===== src/design/cst_pkg.sv =====
// shared types, token kinds, character codes and keyword tables for the tokenizer
package cst_pkg;

    typedef enum logic [3:0] {
        M_IDLE    = 4'd0,
        M_MINUS   = 4'd1,
        M_SLASH   = 4'd2,
        M_GT      = 4'd3,
        M_LT      = 4'd4,
        M_SEMI1   = 4'd5,
        M_SEMI2   = 4'd6,
        M_HATP    = 4'd7,
        M_QUESP   = 4'd8,
        M_WORD    = 4'd9,
        M_HATT    = 4'd10,
        M_QUEST   = 4'd11,
        M_NUMBER  = 4'd12,
        M_STRING  = 4'd13,
        M_COMMENT = 4'd14
    } t_mode;

    typedef struct packed {
        logic       is_text;
        logic [7:0] text_char;
        logic [5:0] token_kind;
    } t_result;

    typedef struct packed {
        logic [1:0] cnt;
        t_result    r0;
        t_result    r1;
    } t_step_out;

    localparam int KW_COUNT = 23;
    localparam int KW_POS   = 6;
    localparam logic [KW_COUNT-1:0] KW_ALL = {KW_COUNT{1'b1}};

    localparam logic [5:0] KIND_MINUS_GT = 6'd0;
    localparam logic [5:0] KIND_MINUS    = 6'd1;
    localparam logic [5:0] KIND_SLASH_EQ = 6'd2;
    localparam logic [5:0] KIND_SLASH    = 6'd3;
    localparam logic [5:0] KIND_GT_EQ    = 6'd4;
    localparam logic [5:0] KIND_GT       = 6'd5;
    localparam logic [5:0] KIND_LT_EQ    = 6'd6;
    localparam logic [5:0] KIND_LT       = 6'd7;
    localparam logic [5:0] KIND_PLUS     = 6'd8;
    localparam logic [5:0] KIND_STAR     = 6'd9;
    localparam logic [5:0] KIND_EQ       = 6'd10;
    localparam logic [5:0] KIND_LBRACE   = 6'd11;
    localparam logic [5:0] KIND_RBRACE   = 6'd12;
    localparam logic [5:0] KIND_LBRACKET = 6'd13;
    localparam logic [5:0] KIND_RBRACKET = 6'd14;
    localparam logic [5:0] KIND_LPAREN   = 6'd15;
    localparam logic [5:0] KIND_RPAREN   = 6'd16;
    localparam logic [5:0] KIND_COLON    = 6'd17;
    localparam logic [5:0] KIND_IDENT    = 6'd18;
    localparam logic [5:0] KIND_HAT_NAME = 6'd19;
    localparam logic [5:0] KIND_QUES_NAME = 6'd20;
    localparam logic [5:0] KIND_COMMENT  = 6'd21;
    localparam logic [5:0] KIND_SEMI     = 6'd22;
    localparam logic [5:0] KIND_REAL     = 6'd23;
    localparam logic [5:0] KIND_INTEGER  = 6'd24;
    localparam logic [5:0] KIND_STRING   = 6'd25;
    localparam logic [5:0] KIND_KW_BASE  = 6'd26;

    localparam logic [7:0] CH_MINUS    = 8'h2D;
    localparam logic [7:0] CH_GT       = 8'h3E;
    localparam logic [7:0] CH_LT       = 8'h3C;
    localparam logic [7:0] CH_SLASH    = 8'h2F;
    localparam logic [7:0] CH_EQ       = 8'h3D;
    localparam logic [7:0] CH_PLUS     = 8'h2B;
    localparam logic [7:0] CH_STAR     = 8'h2A;
    localparam logic [7:0] CH_LBRACE   = 8'h7B;
    localparam logic [7:0] CH_RBRACE   = 8'h7D;
    localparam logic [7:0] CH_LBRACKET = 8'h5B;
    localparam logic [7:0] CH_RBRACKET = 8'h5D;
    localparam logic [7:0] CH_LPAREN   = 8'h28;
    localparam logic [7:0] CH_RPAREN   = 8'h29;
    localparam logic [7:0] CH_COLON    = 8'h3A;
    localparam logic [7:0] CH_UNDER    = 8'h5F;
    localparam logic [7:0] CH_DOT      = 8'h2E;
    localparam logic [7:0] CH_QUOTE    = 8'h22;
    localparam logic [7:0] CH_SEMI     = 8'h3B;
    localparam logic [7:0] CH_HAT      = 8'h5E;
    localparam logic [7:0] CH_QUES     = 8'h3F;
    localparam logic [7:0] CH_NEWLINE  = 8'h0A;

    localparam logic [KW_POS*8-1:0] KW_TEXT [KW_COUNT] = '{
        "if", "for", "each", "repeat", "while", "times", "start", "fn",
        "bool", "int", "real", "string", "put", "else", "in", "list",
        "say", "pr", "prn", "true", "false", "input", "call"
    };

    localparam logic [2:0] KW_LEN [KW_COUNT] = '{
        3'd2, 3'd3, 3'd4, 3'd6, 3'd5, 3'd5, 3'd5, 3'd2,
        3'd4, 3'd3, 3'd4, 3'd6, 3'd3, 3'd4, 3'd2, 3'd4,
        3'd3, 3'd2, 3'd3, 3'd4, 3'd5, 3'd5, 3'd4
    };

    // character at a position of a keyword, zero past its end
    function automatic logic [7:0] kw_byte(input int idx, input int pos);
        logic [KW_POS*8-1:0] w;
        logic [7:0]          b;
        w = KW_TEXT[idx];
        b = 8'h00;
        if (pos < int'(KW_LEN[idx])) begin
            b = w[(int'(KW_LEN[idx]) - 1 - pos) * 8 +: 8];
        end
        return b;
    endfunction

    function automatic t_result mk_text(input logic [7:0] c);
        t_result r;
        r.is_text    = 1'b1;
        r.text_char  = c;
        r.token_kind = 6'd0;
        return r;
    endfunction

    function automatic t_result mk_kind(input logic [5:0] k);
        t_result r;
        r.is_text    = 1'b0;
        r.text_char  = 8'h00;
        r.token_kind = k;
        return r;
    endfunction

endpackage


===== src/design/cst_kw_match.sv =====
// per-position keyword matcher: drops keywords that disagree with the next character
module cst_kw_match
    import cst_pkg::*;
(
    input  logic [KW_COUNT-1:0] i_alive,
    input  logic [2:0]          i_len,
    input  logic [7:0]          i_char,
    output logic [KW_COUNT-1:0] o_alive
);

    always_comb begin
        logic [7:0] expect_ch;
        for (int i = 0; i < KW_COUNT; i++) begin
            expect_ch = 8'h00;
            for (int q = 0; q < KW_POS; q++) begin
                if (i_len == 3'(q)) begin
                    expect_ch = kw_byte(i, q);
                end
            end
            o_alive[i] = i_alive[i] && (i_len < 3'(KW_POS)) && (expect_ch == i_char);
        end
    end

endmodule


===== src/design/cst_step.sv =====
// tokenizer state and the per-character decode that forms up to two results
module cst_step
    import cst_pkg::*;
(
    input  logic      i_clk,
    input  logic      i_rst_n,
    input  logic      i_fire,
    input  logic [7:0] i_char,
    input  logic      i_eoi,
    output t_step_out o_res
);

    t_mode               r_mode, n_mode;
    logic [KW_COUNT-1:0] r_alive, n_alive;
    logic [2:0]          r_len, n_len;
    logic                r_dot, n_dot;

    logic [KW_COUNT-1:0] w_start_alive, w_next_alive;
    logic is_alpha, is_digit, is_alnum, is_word;

    t_mode               ic_mode;
    logic                ic_emit;
    t_result             ic_res;
    logic [KW_COUNT-1:0] ic_alive;
    logic [2:0]          ic_len;

    logic                ck_has;
    logic [5:0]          ck_kind;

    cst_kw_match u_kw_start (
        .i_alive (KW_ALL),
        .i_len   (3'd0),
        .i_char  (i_char),
        .o_alive (w_start_alive)
    );

    cst_kw_match u_kw_next (
        .i_alive (r_alive),
        .i_len   (r_len),
        .i_char  (i_char),
        .o_alive (w_next_alive)
    );

    assign is_alpha = ((i_char >= 8'h61) && (i_char <= 8'h7A)) ||
                      ((i_char >= 8'h41) && (i_char <= 8'h5A));
    assign is_digit = (i_char >= 8'h30) && (i_char <= 8'h39);
    assign is_alnum = is_alpha || is_digit;
    assign is_word  = is_alnum || (i_char == CH_UNDER);

    // character seen from the idle state
    always_comb begin
        ic_mode  = M_IDLE;
        ic_emit  = 1'b0;
        ic_res   = mk_kind(KIND_MINUS_GT);
        ic_alive = KW_ALL;
        ic_len   = 3'd0;
        priority if (i_char == CH_MINUS) begin
            ic_mode = M_MINUS;
        end else if (i_char == CH_SLASH) begin
            ic_mode = M_SLASH;
        end else if (i_char == CH_GT) begin
            ic_mode = M_GT;
        end else if (i_char == CH_LT) begin
            ic_mode = M_LT;
        end else if (i_char == CH_PLUS) begin
            ic_emit = 1'b1;
            ic_res  = mk_kind(KIND_PLUS);
        end else if (i_char == CH_STAR) begin
            ic_emit = 1'b1;
            ic_res  = mk_kind(KIND_STAR);
        end else if (i_char == CH_EQ) begin
            ic_emit = 1'b1;
            ic_res  = mk_kind(KIND_EQ);
        end else if (i_char == CH_LBRACE) begin
            ic_emit = 1'b1;
            ic_res  = mk_kind(KIND_LBRACE);
        end else if (i_char == CH_RBRACE) begin
            ic_emit = 1'b1;
            ic_res  = mk_kind(KIND_RBRACE);
        end else if (i_char == CH_LBRACKET) begin
            ic_emit = 1'b1;
            ic_res  = mk_kind(KIND_LBRACKET);
        end else if (i_char == CH_RBRACKET) begin
            ic_emit = 1'b1;
            ic_res  = mk_kind(KIND_RBRACKET);
        end else if (i_char == CH_LPAREN) begin
            ic_emit = 1'b1;
            ic_res  = mk_kind(KIND_LPAREN);
        end else if (i_char == CH_RPAREN) begin
            ic_emit = 1'b1;
            ic_res  = mk_kind(KIND_RPAREN);
        end else if (i_char == CH_COLON) begin
            ic_emit = 1'b1;
            ic_res  = mk_kind(KIND_COLON);
        end else if (i_char == CH_HAT) begin
            ic_mode = M_HATP;
        end else if (i_char == CH_QUES) begin
            ic_mode = M_QUESP;
        end else if (i_char == CH_SEMI) begin
            ic_mode = M_SEMI1;
        end else if (i_char == CH_QUOTE) begin
            ic_mode = M_STRING;
        end else if (is_alpha || (i_char == CH_UNDER)) begin
            ic_mode  = M_WORD;
            ic_emit  = 1'b1;
            ic_res   = mk_text(i_char);
            ic_alive = w_start_alive;
            ic_len   = 3'd1;
        end else if (is_digit) begin
            ic_mode = M_NUMBER;
            ic_emit = 1'b1;
            ic_res  = mk_text(i_char);
        end else begin
            ic_mode = M_IDLE;
        end
    end

    // closing kind of the pending token
    always_comb begin
        ck_has  = 1'b1;
        ck_kind = KIND_IDENT;
        unique case (r_mode)
            M_MINUS:           ck_kind = KIND_MINUS;
            M_SLASH:           ck_kind = KIND_SLASH;
            M_GT:              ck_kind = KIND_GT;
            M_LT:              ck_kind = KIND_LT;
            M_SEMI1, M_SEMI2:  ck_kind = KIND_SEMI;
            M_WORD: begin
                for (int i = 0; i < KW_COUNT; i++) begin
                    if (r_alive[i] && (KW_LEN[i] == r_len)) begin
                        ck_kind = KIND_KW_BASE + 6'(i);
                    end
                end
            end
            M_HATT:            ck_kind = KIND_HAT_NAME;
            M_QUEST:           ck_kind = KIND_QUES_NAME;
            M_NUMBER:          ck_kind = r_dot ? KIND_REAL : KIND_INTEGER;
            M_STRING:          ck_kind = KIND_STRING;
            M_COMMENT:         ck_kind = KIND_COMMENT;
            default:           ck_has  = 1'b0;
        endcase
    end

    // next state
    always_comb begin
        n_mode  = r_mode;
        n_alive = r_alive;
        n_len   = r_len;
        n_dot   = r_dot;
        if (i_eoi) begin
            n_mode  = M_IDLE;
            n_alive = KW_ALL;
            n_len   = 3'd0;
            n_dot   = 1'b0;
        end else begin
            unique case (r_mode)
                M_MINUS, M_SLASH, M_GT, M_LT: begin
                    n_mode  = ic_mode;
                    n_alive = ic_alive;
                    n_len   = ic_len;
                    n_dot   = 1'b0;
                    if ((r_mode == M_MINUS && i_char == CH_GT) ||
                        (r_mode != M_MINUS && i_char == CH_EQ)) begin
                        n_mode  = M_IDLE;
                        n_alive = KW_ALL;
                        n_len   = 3'd0;
                    end
                end
                M_SEMI1, M_SEMI2: begin
                    if (i_char == CH_SEMI) begin
                        n_mode = (r_mode == M_SEMI1) ? M_SEMI2 : M_COMMENT;
                    end else begin
                        n_mode  = ic_mode;
                        n_alive = ic_alive;
                        n_len   = ic_len;
                        n_dot   = 1'b0;
                    end
                end
                M_HATP, M_QUESP: begin
                    if (is_alnum) begin
                        n_mode = (r_mode == M_HATP) ? M_HATT : M_QUEST;
                    end else begin
                        n_mode  = ic_mode;
                        n_alive = ic_alive;
                        n_len   = ic_len;
                        n_dot   = 1'b0;
                    end
                end
                M_WORD, M_HATT, M_QUEST: begin
                    if (is_word) begin
                        if (r_mode == M_WORD) begin
                            n_alive = w_next_alive;
                            n_len   = (r_len == 3'd7) ? 3'd7 : r_len + 3'd1;
                        end
                    end else begin
                        n_mode  = ic_mode;
                        n_alive = ic_alive;
                        n_len   = ic_len;
                        n_dot   = 1'b0;
                    end
                end
                M_NUMBER: begin
                    if (is_digit) begin
                        n_mode = M_NUMBER;
                    end else if (i_char == CH_DOT && !r_dot) begin
                        n_dot = 1'b1;
                    end else begin
                        n_mode  = ic_mode;
                        n_alive = ic_alive;
                        n_len   = ic_len;
                        n_dot   = 1'b0;
                    end
                end
                M_STRING, M_COMMENT: begin
                    if (i_char == CH_NEWLINE ||
                        (r_mode == M_STRING && i_char == CH_QUOTE)) begin
                        n_mode  = M_IDLE;
                        n_alive = KW_ALL;
                        n_len   = 3'd0;
                        n_dot   = 1'b0;
                    end
                end
                default: begin
                    n_mode  = ic_mode;
                    n_alive = ic_alive;
                    n_len   = ic_len;
                    n_dot   = 1'b0;
                end
            endcase
        end
    end

    // results
    always_comb begin
        logic close_then_idle;
        logic idle_only;
        close_then_idle = 1'b0;
        idle_only       = 1'b0;
        o_res.cnt = 2'd0;
        o_res.r0  = mk_kind(KIND_MINUS_GT);
        o_res.r1  = mk_kind(KIND_MINUS_GT);
        if (i_eoi) begin
            o_res.cnt = {1'b0, ck_has};
            o_res.r0  = mk_kind(ck_kind);
        end else begin
            unique case (r_mode)
                M_IDLE: idle_only = 1'b1;
                M_MINUS: begin
                    if (i_char == CH_GT) begin
                        o_res.cnt = 2'd1;
                        o_res.r0  = mk_kind(KIND_MINUS_GT);
                    end else begin
                        close_then_idle = 1'b1;
                    end
                end
                M_SLASH, M_GT, M_LT: begin
                    if (i_char == CH_EQ) begin
                        o_res.cnt = 2'd1;
                        o_res.r0  = mk_kind(ck_kind - 6'd1);
                    end else begin
                        close_then_idle = 1'b1;
                    end
                end
                M_SEMI1, M_SEMI2: begin
                    if (i_char != CH_SEMI) begin
                        close_then_idle = 1'b1;
                    end
                end
                M_HATP, M_QUESP: begin
                    if (is_alnum) begin
                        o_res.cnt = 2'd1;
                        o_res.r0  = mk_text(i_char);
                    end else begin
                        idle_only = 1'b1;
                    end
                end
                M_WORD, M_HATT, M_QUEST: begin
                    if (is_word) begin
                        o_res.cnt = 2'd1;
                        o_res.r0  = mk_text(i_char);
                    end else begin
                        close_then_idle = 1'b1;
                    end
                end
                M_NUMBER: begin
                    if (is_digit || (i_char == CH_DOT && !r_dot)) begin
                        o_res.cnt = 2'd1;
                        o_res.r0  = mk_text(i_char);
                    end else begin
                        close_then_idle = 1'b1;
                    end
                end
                M_STRING, M_COMMENT: begin
                    if (i_char == CH_NEWLINE ||
                        (r_mode == M_STRING && i_char == CH_QUOTE)) begin
                        o_res.cnt = 2'd1;
                        o_res.r0  = mk_kind(ck_kind);
                    end else begin
                        o_res.cnt = 2'd1;
                        o_res.r0  = mk_text(i_char);
                    end
                end
                default: idle_only = 1'b1;
            endcase
            if (close_then_idle && ck_has) begin
                o_res.r0  = mk_kind(ck_kind);
                o_res.r1  = ic_res;
                o_res.cnt = ic_emit ? 2'd2 : 2'd1;
            end else if (close_then_idle || idle_only) begin
                o_res.r0  = ic_res;
                o_res.cnt = {1'b0, ic_emit};
            end
        end
    end

    always_ff @(posedge i_clk) begin
        if (!i_rst_n) begin
            r_mode  <= M_IDLE;
            r_alive <= KW_ALL;
            r_len   <= 3'd0;
            r_dot   <= 1'b0;
        end else if (i_fire) begin
            r_mode  <= n_mode;
            r_alive <= n_alive;
            r_len   <= n_len;
            r_dot   <= n_dot;
        end
    end

endmodule


===== src/design/cst_out_buf.sv =====
// two-entry result register that hands out one result per cycle while the output is not stalled
module cst_out_buf
    import cst_pkg::*;
(
    input  logic       i_clk,
    input  logic       i_rst_n,
    input  logic       i_load,
    input  t_step_out  i_res,
    input  logic       i_out_stall,
    output logic       o_can_load,
    output logic       o_out_valid,
    output logic       o_is_text,
    output logic [7:0] o_text_char,
    output logic [5:0] o_token_kind,
    output logic       o_last_of_item
);

    logic [1:0] r_n;
    t_result    r_slot0, r_slot1;
    logic       r_last0;
    logic       out_acc;

    assign o_out_valid    = (r_n != 2'd0);
    assign out_acc        = o_out_valid && !i_out_stall;
    assign o_can_load     = (r_n == 2'd0) || ((r_n == 2'd1) && out_acc);
    assign o_is_text      = r_slot0.is_text;
    assign o_text_char    = r_slot0.text_char;
    assign o_token_kind   = r_slot0.token_kind;
    assign o_last_of_item = r_last0;

    always_ff @(posedge i_clk) begin
        if (!i_rst_n) begin
            r_n <= 2'd0;
        end else if (i_load) begin
            r_n <= i_res.cnt;
        end else if (out_acc) begin
            r_n <= (r_n == 2'd2) ? 2'd1 : 2'd0;
        end
    end

    always_ff @(posedge i_clk) begin
        if (i_load) begin
            r_slot0 <= i_res.r0;
            r_last0 <= (i_res.cnt == 2'd1);
            r_slot1 <= i_res.r1;
        end else if (out_acc && r_n == 2'd2) begin
            r_slot0 <= r_slot1;
            r_last0 <= 1'b1;
        end
    end

endmodule


===== src/design/char_stream_tokenizer.sv =====
// top level of the character stream tokenizer
// Takes one source byte per request and streams tokens: each text character of an identifier,
// keyword, name, number, string or comment goes out as it arrives, followed by one closing
// result with the token kind. A byte passes through an input register, combinational decode
// against the tokenizer state, and a two-entry result register, from which its first result
// is presented on the outputs.
// The block takes one byte per cycle while each byte causes at most one result and the output
// is not stalled; a byte that causes two results (a pending token closed by the byte that starts
// the next) holds the input while the result register hands out its second entry. Bytes that
// cause no result still pass through the input register and the decode.
module char_stream_tokenizer
    import cst_pkg::*;
(
    input  logic       i_clk,
    input  logic       i_rst_n,
    input  logic       i_in_valid,
    output logic       o_in_stall,
    input  logic [7:0] i_char_byte,
    input  logic       i_end_of_input,
    output logic       o_out_valid,
    input  logic       i_out_stall,
    output logic       o_is_text,
    output logic [7:0] o_text_char,
    output logic [5:0] o_token_kind,
    output logic       o_last_of_item
);

    logic       r_in_valid;
    logic [7:0] r_in_char;
    logic       r_in_eoi;
    logic       in_acc;
    logic       fire;
    logic       can_load;
    t_step_out  step_res;

    assign fire       = r_in_valid && can_load;
    assign o_in_stall = r_in_valid && !fire;
    assign in_acc     = i_in_valid && !o_in_stall;

    always_ff @(posedge i_clk) begin
        if (!i_rst_n) begin
            r_in_valid <= 1'b0;
        end else if (in_acc) begin
            r_in_valid <= 1'b1;
        end else if (fire) begin
            r_in_valid <= 1'b0;
        end
    end

    always_ff @(posedge i_clk) begin
        if (in_acc) begin
            r_in_char <= i_char_byte;
            r_in_eoi  <= i_end_of_input;
        end
    end

    cst_step u_step (
        .i_clk   (i_clk),
        .i_rst_n (i_rst_n),
        .i_fire  (fire),
        .i_char  (r_in_char),
        .i_eoi   (r_in_eoi),
        .o_res   (step_res)
    );

    cst_out_buf u_out_buf (
        .i_clk          (i_clk),
        .i_rst_n        (i_rst_n),
        .i_load         (fire),
        .i_res          (step_res),
        .i_out_stall    (i_out_stall),
        .o_can_load     (can_load),
        .o_out_valid    (o_out_valid),
        .o_is_text      (o_is_text),
        .o_text_char    (o_text_char),
        .o_token_kind   (o_token_kind),
        .o_last_of_item (o_last_of_item)
    );

endmodule


===== config.mk =====
export PLATFORM = sky130hd
export DESIGN_NAME = char_stream_tokenizer
export DESIGN_NICKNAME = d
export VERILOG_FILES = /design/src/design/cst_pkg.sv /design/src/design/cst_kw_match.sv /design/src/design/cst_step.sv /design/src/design/cst_out_buf.sv /design/src/design/char_stream_tokenizer.sv
export SDC_FILE = /design/constraint.sdc
export NUM_CORES = 1
export LEC_CHECK = 0
export BUFFER_PORTS_ARGS = -buffer_cell sky130_fd_sc_hd__buf_2
export CAP_MARGIN = 20
export CORE_ASPECT_RATIO = 1.5
export CORE_UTILIZATION = 40
export CTS_BUF_LIST = sky130_fd_sc_hd__clkbuf_4 sky130_fd_sc_hd__clkbuf_8 sky130_fd_sc_hd__clkbuf_16
export DETAILED_ROUTE_END_ITERATION = 10
export GPL_ROUTABILITY_DRIVEN = 0
export SYNTH_ARGS = -nofsm -noshare
export SYNTH_HDL_FRONTEND = slang
export SYNTH_HIERARCHICAL = 1
export SYNTH_SLANG_ARGS = --single-unit

===== constraint.sdc =====
create_clock -name i_clk -period 4.2 [get_ports i_clk]
set_input_delay 0.63 -clock i_clk [delete_from_list [all_inputs] [get_ports i_clk]]
set_output_delay 0.63 -clock i_clk [all_outputs]
set_load 0.03 [all_outputs]

Yosys cells after proc, flatten, opt, wreduce, memory -nomap -nowiden
Index checks and enable logic that the tools add are counted.
{ "op_classes": {"add_sub_neg": 2, "n_lt_le_gt_ge": 7, "n_eq_ne": 93, "mux": 315, "bitwise_logic": 1, "reduce_logical": 113} }
{ "op_table": {"columns": ["op", "n"], "rows": [
  ["$mux 8", 110],
  ["$mux 23", 28],
  ["$mux 15", 23],
  ["$eq 8x8->1", 23],
  ["$mux 4", 36],
  ["$pmux 23 s6", 1],
  ["$eq 8x6->1 const B", 14],
  ["$mux 6", 17],
  ["$pmux 17 s6", 1],
  ["$eq 7x8->1 const A", 11],
  ["$mux 3", 28],
  ["$logic_and 1x1->1", 83],
  ["$mux 16", 5],
  ["$mux 7", 11],
  ["$pmux 6 s11", 1],
  ["$mux 17", 3],
  ["$eq 8x7->1 const B", 6],
  ["$mux 1", 43],
  ["$eq 4x4->1 const B", 7],
  ["$pmux 4 s6", 1],
  ["$pmux 3 s6", 1],
  ["$eq 4x3->1 const B", 4],
  ["$ge 8x7->1 const B", 2],
  ["$le 8x7->1 const B", 2],
  ["37 further kinds", 70]
]} }
{ "totals": {"regBits": 74, "wordCells": 546} }

Logic depth before layout (Yosys ltp)
{ "logic_depth": {"ltp_word": 34, "ltp_mapped": 15, "mapped_depth_nobuf": 14} }

Modules after synthesis
The synthesis kept the hierarchy.
{ "modules_own_cells": {"columns": ["module", "instances", "cells_each", "area_per_inst_um2"], "rows": [
  ["cst_step", 1, 527, 3846.2],
  ["cst_kw_match", 2, 293, 1851.8],
  ["cst_out_buf", 1, 62, 1234.9],
  ["char_stream_tokenizer", 1, 14, 324.1]
]} }

Worst setup path after synthesis
No wires, ideal clock.
{ "synth_path": {"path_type": "reg-to-reg", "start": "register u_step.r_len[0]", "end": "register u_out_buf.r_slot0 (netlist bit u_out_buf/o_token_kind[2]), data pin", "setup_ns": 0.260, "t_arrival_ns": 2.747, "setup_slack_ns": 1.193, "stages_incl_launch_ff": 16, "path_buffers": 1, "synth_period_minus_slack_ns": 3.007, "path_cell_list": "dfxtp_1 > inv_1 > ha_1 > clkbuf_1 > a22o_1 > nand3_1 > a31o_2 > a211oi_1 > o31ai_1 > a221oi_1 > ha_1 > inv_1 > nand2_1 > a21oi_1 > a211o_1 > mux2_2"} }
{ "synth_rtl": {"columns": ["element", "line_no", "source"], "rows": [
  ["from (decl)", "cst_step.sv:15", "logic [2:0] r_len, n_len;"],
  ["from (signal assigned)", "cst_step.sv:325", "r_len <= n_len;"],
  ["to (signal assigned)", "cst_out_buf.sv:43", "r_slot0 <= i_res.r0;"],
  ["to (signal assigned)", "cst_out_buf.sv:47", "r_slot0 <= r_slot1;"],
  ["to (decl)", "cst_out_buf.sv:19", "t_result r_slot0, r_slot1;"]
]} }

Worst setup path in the final report
{ "layout_path": {"start": "register r_in_char[1]", "end": "register u_step.r_alive[9]"} }
{ "layout_between": {"word_cells_on_any_way": 78, "cone_classes": "6 x order compare; 29 x eq/ne; 28 x mux; 15 x reduce/logical"} }
{ "layout_rtl": {"columns": ["element", "line_no", "source"], "rows": [
  ["from (decl)", "char_stream_tokenizer.sv:29", "logic [7:0] r_in_char;"],
  ["from (signal assigned)", "char_stream_tokenizer.sv:52", "r_in_char <= i_char_byte;"],
  ["$eq 7x8->1 (*)", "cst_kw_match.sv:20", "o_alive[i] = i_alive[i] && (i_len < 3'(KW_POS)) && (expect_ch == i_char);"],
  ["named net u_step.w_start_alive[9]", "cst_step.sv:18", "logic [KW_COUNT-1:0] w_start_alive, w_next_alive;"],
  ["$mux 23 (*)", "cst_step.sv:103", "end else if (is_alpha || (i_char == CH_UNDER)) begin"],
  ["$mux 23 (*)", "cst_step.sv:101", "end else if (i_char == CH_QUOTE) begin"],
  ["$mux 23 (*)", "cst_step.sv:99", "end else if (i_char == CH_SEMI) begin"],
  ["$mux 23 (*)", "cst_step.sv:97", "end else if (i_char == CH_QUES) begin"],
  ["$mux 23 (*)", "cst_step.sv:95", "end else if (i_char == CH_HAT) begin"],
  ["$mux 23 (*)", "cst_step.sv:92", "end else if (i_char == CH_COLON) begin"],
  ["[9 not listed]", null, null],
  ["$mux 23 (*)", "cst_step.sv:63", "end else if (i_char == CH_LT) begin"],
  ["$mux 23 (*)", "cst_step.sv:61", "end else if (i_char == CH_GT) begin"],
  ["$mux 23 (*)", "cst_step.sv:59", "end else if (i_char == CH_SLASH) begin"],
  ["$mux 23 (*)", "cst_step.sv:57", "priority if (i_char == CH_MINUS) begin"],
  ["$mux 23", "cst_step.sv:205", "end else if (i_char == CH_DOT && !r_dot) begin"],
  ["$mux 23", "cst_step.sv:203", "if (is_digit) begin"],
  ["$pmux 23 s6 (*)", "cst_step.sv:156", "unique case (r_mode)"],
  ["$mux 23 (*)", "cst_step.sv:150", "if (i_eoi) begin"],
  ["to (signal assigned)", "cst_step.sv:324", "r_alive <= n_alive;"],
  ["to (decl)", "cst_step.sv:14", "logic [KW_COUNT-1:0] r_alive, n_alive;"]
]} }
The timed path passes the listed nets; every way through them passes the cells marked *. The select of a mux whose other input is x is not followed.
A chain may end at the register's enable or synchronous reset.

==> impl_metrics.yaml <==
critical_path:
  r2r_start: "r_in_char[1]$_DFFE_PP_"
  ff2ff_path_depth: 7
  worstPathArrival_ns: 3.83
  crit_path_end_kind: "register"
  crit_slowest_cell: "edfxtp_1"
  required_ns: 4.44
  critical_path_class: "register to register"
  path_cells: "buf_4, nor3_1, a2111oi_0, nor4_2, o21ai_0, nand3_1, mux2_4"
  path_delay_family: "compound AO/OA/AOI/OAI gates"
  r2r_setup_slack_ns: 0.61
  cp_slowest_stage_delay_ns: 0.82
  worstSetupStartpointType: "register"
  path_max_fanout: 73
  crit_buf_inv: 1
  worstSetupPathDepth: 7
  rr_endpoint: "u_step/r_alive[9]$_SDFFE_PN1P_"
final_layout:
  nets: 1190
  antenna_cells: 0
  drive_above_1_share_pct: 15.97
  fin_area_um2: 9639
  area_growth_pct: 5.824
logic_synthesis:
  ys_seq_area_share_pct: 20.66
  synth_area_leader_cell: "edfxtp_1"
  syn_area_um2: 9109
  synth_common_cells: "84 x o21ai_0, 82 x nor2_1, 77 x nand2_1"
  yosysMostFrequentCell: "o21ai_0"
  yosys_warnings: 6
  netlist_instances: 1189
  syn_avg_cell_area_um2: 7.661
  ys_seq_elements: 74
  synthDistinctLibCells: 102
  synth_top_area_share_pct: 13.19
  synth_ff_type: "edfxtp_1"
  synth_edf_count: 40
  ys_top_cells_by_area: "edfxtp_1 13%, dfxtp_1 7.5%, o21ai_0 4.6%, nand2b_1 3.5%, nor2_1 3.4%"
  async_flop_share_pct: 0
power:
  p_seq_share_pct: 38.7
  sw_frac_of_total_pct: 32.83
  p_int_mw: 1.426
  peakVddDrop_uv: 185.7
  leakage_nw: 3.278
  combPwrFrac_pct: 24.6
  p_switching_mw: 0.6970
  p_per_area_nw_per_um2: 220.2
  pwr-share-clk_pct: 36.7
timing:
  rsz0062_at_grt: "no"
  tightest_slew_ns: 0.9519
  period_needed_ns: 3.587
  hold_violations: 0
  slew_viol_final: 0
  fin_crit_sh_pct: 85.41
  fin_worst_skew_ns: 0.01209
  setup_viol: 0
  max_slew_margin_pct: 36.11
  setup_tns_ns: 0
  fmax_mhz: 278.8
clock_tree:
  cts.sinks: 74
  clkLatencyLatePin_ns: 0.35
  cts.clk_slew.worst_paths_ns: 0.06
  cts_resized: 0
  cts_buffer_depth: 2
  cts_setup_buffers: 0
  cts_tree: "built"
  htreeDepth: 3
  cts_buffers: 9
  cts-root-buf: "clkbuf_16"
  cts-hold-fix-buffers: 0
global_routing:
  grt_start_max_net_pins: 74
  antenna_found_initial: 0
  grt_use_total_pct: 26.69
  grt_overflow: 0
  grt_pass1_wl_um: 49420
  grt_pass1_vias: 8864
outcome:
  status: "complete, but fails checks"
  violations: "design-rule violations"
routing:
  vias: 9533
  dr.first_iter.drc_count: 1073
  dr.pass1.iters: 11
  wl_per_cell_um: 21.89
  ant_nets: 0
  avgViaCountPerCell: 6.561
  drcViolationCount: 4
  drt_wl_total_um: 31810
die:
  ios: 31
  start_util_pct: 40.70
  die_h_um: 186.8
  dieWidth_um: 125.2
  num_rows: 67
  die_area_um2: 23390
  core_area_um2: 22380
min_path:
  hold_depth: 1
  hp-class: "input port to register"
  holdPathEnd: "r_in_eoi$_DFFE_PP_"
  min-delay-start: "i_end_of_input"
placed_design:
  placed_cell_area_um2: 9344
  port_buffers: 30
  hpwlAfterDp_um: 22480
flow_run:
  drv_cap: 0
## cell usage in the layout, fill, tap and decap left out, types with 12 or more instances in the layout
cell and count:
and2_1 16, nand2b_1 51, a21oi_1 56, nor2_1 82, buf_2 30, nor3_1 53, mux2i_1 12, buf_4 34
dfxtp_1 31, mux2_4 20, o2111ai_1 12, o22ai_1 18, nand3_1 54, xnor2_1 24, nand2_1 77, mux2_2 26
nor2b_1 28, a211oi_1 12, a31oi_1 17, xor2_1 17, conb_1 31, inv_1 18, or2_2 14, and3_1 22
o21ai_0 84, nor4_1 17, nand3b_1 14, edfxtp_1 40
## logic make-up (layout without fill, tap and decap cells)
group	after synthesis	in the layout	synth area share (%)
other	2	31	0.08245
AOI/OAI and AO/OA	346	346	26.33
adders and majority gates	5	5	0.6868
buffers and inverters	147	106	8.091
DFF	74	74	20.66
muxes	58	58	7.830
and+or+nand+nor	516	516	32.38
xor gates and xnor gates	41	41	3.942
## how the worst max path moves through the flow
stage | from | endpoint
floorplan | u_step/r_len[0]$_SDFFE_PN0P_ | u_out_buf/o_token_kind[2]$_DFFE_PP_
global placement | r_in_char[0]$_DFFE_PP_ | u_out_buf/o_last_of_item$_SDFFCE_PN1P_
detailed placement | r_in_char[0]$_DFFE_PP_ | u_out_buf/o_last_of_item$_SDFFCE_PN1P_
CTS | r_in_char[0]$_DFFE_PP_ | u_out_buf/o_last_of_item$_SDFFCE_PN1P_
global route | r_in_char[0]$_DFFE_PP_ | u_out_buf/o_last_of_item$_SDFFCE_PN1P_
finish | r_in_char[1]$_DFFE_PP_ | u_step/r_alive[9]$_SDFFE_PN1P_
## routing by layer
layer | up-vias | track usage (%) | share of wire (%)
met5 | - | 0 | 0
met4 | 0 | 21.44 | 8.0
met3 | 133 | 2.946 | 5.2
met2 | 444 | 46.11 | 49
met1 | 4531 | 29.62 | 38
li1 | 4425 | - | -
## power by group through the flow
| stage | sequential [mW] | combinational [mW] | clock (mW) |
|---|---|---|---|
| CTS | 0.821 | 0.494 | 0.787 |
| global route | 0.825 | 0.559 | 0.813 |
| floorplan | 0.836 | 0.388 | 0 |
| finish | 0.821 | 0.522 | 0.780 |
| detailed placement | 0.837 | 0.492 | 0 |
| global placement | 0.837 | 0.490 | 0 |
## layout make-up
cell class                      count  area (um^2)
Inverter                           26        97.59
Fill cell                        2296        12740
Clock buffer                        9        225.2
Timing Repair Buffer               64        405.4
Tap cell                          276        345.3
Clock inverter                      7        70.07
Multi-Input combinational cell    997         6610
Sequential cell                    74         1886
## state kept, by name, summed over array words and instances, names as in the netlist
name,count
u_step/r_dot,1
u_out_buf/o_is_text,1
u_step/r_alive,23
u_out_buf/r_n,2
u_out_buf/o_token_kind,6
u_out_buf/o_text_char,8
u_step/r_mode,4
u_out_buf/r_slot1,15
u_out_buf/o_last_of_item,1
r_in_eoi,1
r_in_valid,1
u_step/r_len,3
r_in_char,8
## through the flow
| step | setup slack (ns) | total power [mW] | std cells | utilization [%] | hold WS, ns |
|---|---|---|---|---|---|
| after floorplan | 1.193 | 1.224 | 1218 | - | 0.4781 |
| after global placement | 0.8367 | 1.327 | 1437 | 41.75 | 0.5138 |
| after global routing | 0.4524 | 2.197 | 1453 | 43.07 | 0.4594 |
| final | 0.6127 | 2.123 | 1453 | 43.07 | 0.4633 |
| after CTS | 0.8259 | 2.103 | 1453 | 43.07 | 0.4543 |
| after detailed placement | 0.8270 | 1.329 | 1437 | 41.75 | 0.5094 |
## worst reg2reg max path: stages, from the launching register on
cell and delay (ns):
edfxtp_1 0.82, buf_4 0.74, nor3_1 0.10, a2111oi_0 0.54, nor4_2 0.11, o21ai_0 0.71
nand3_1 0.17, mux2_4 0.30
(Power assumes the default switching activity.)
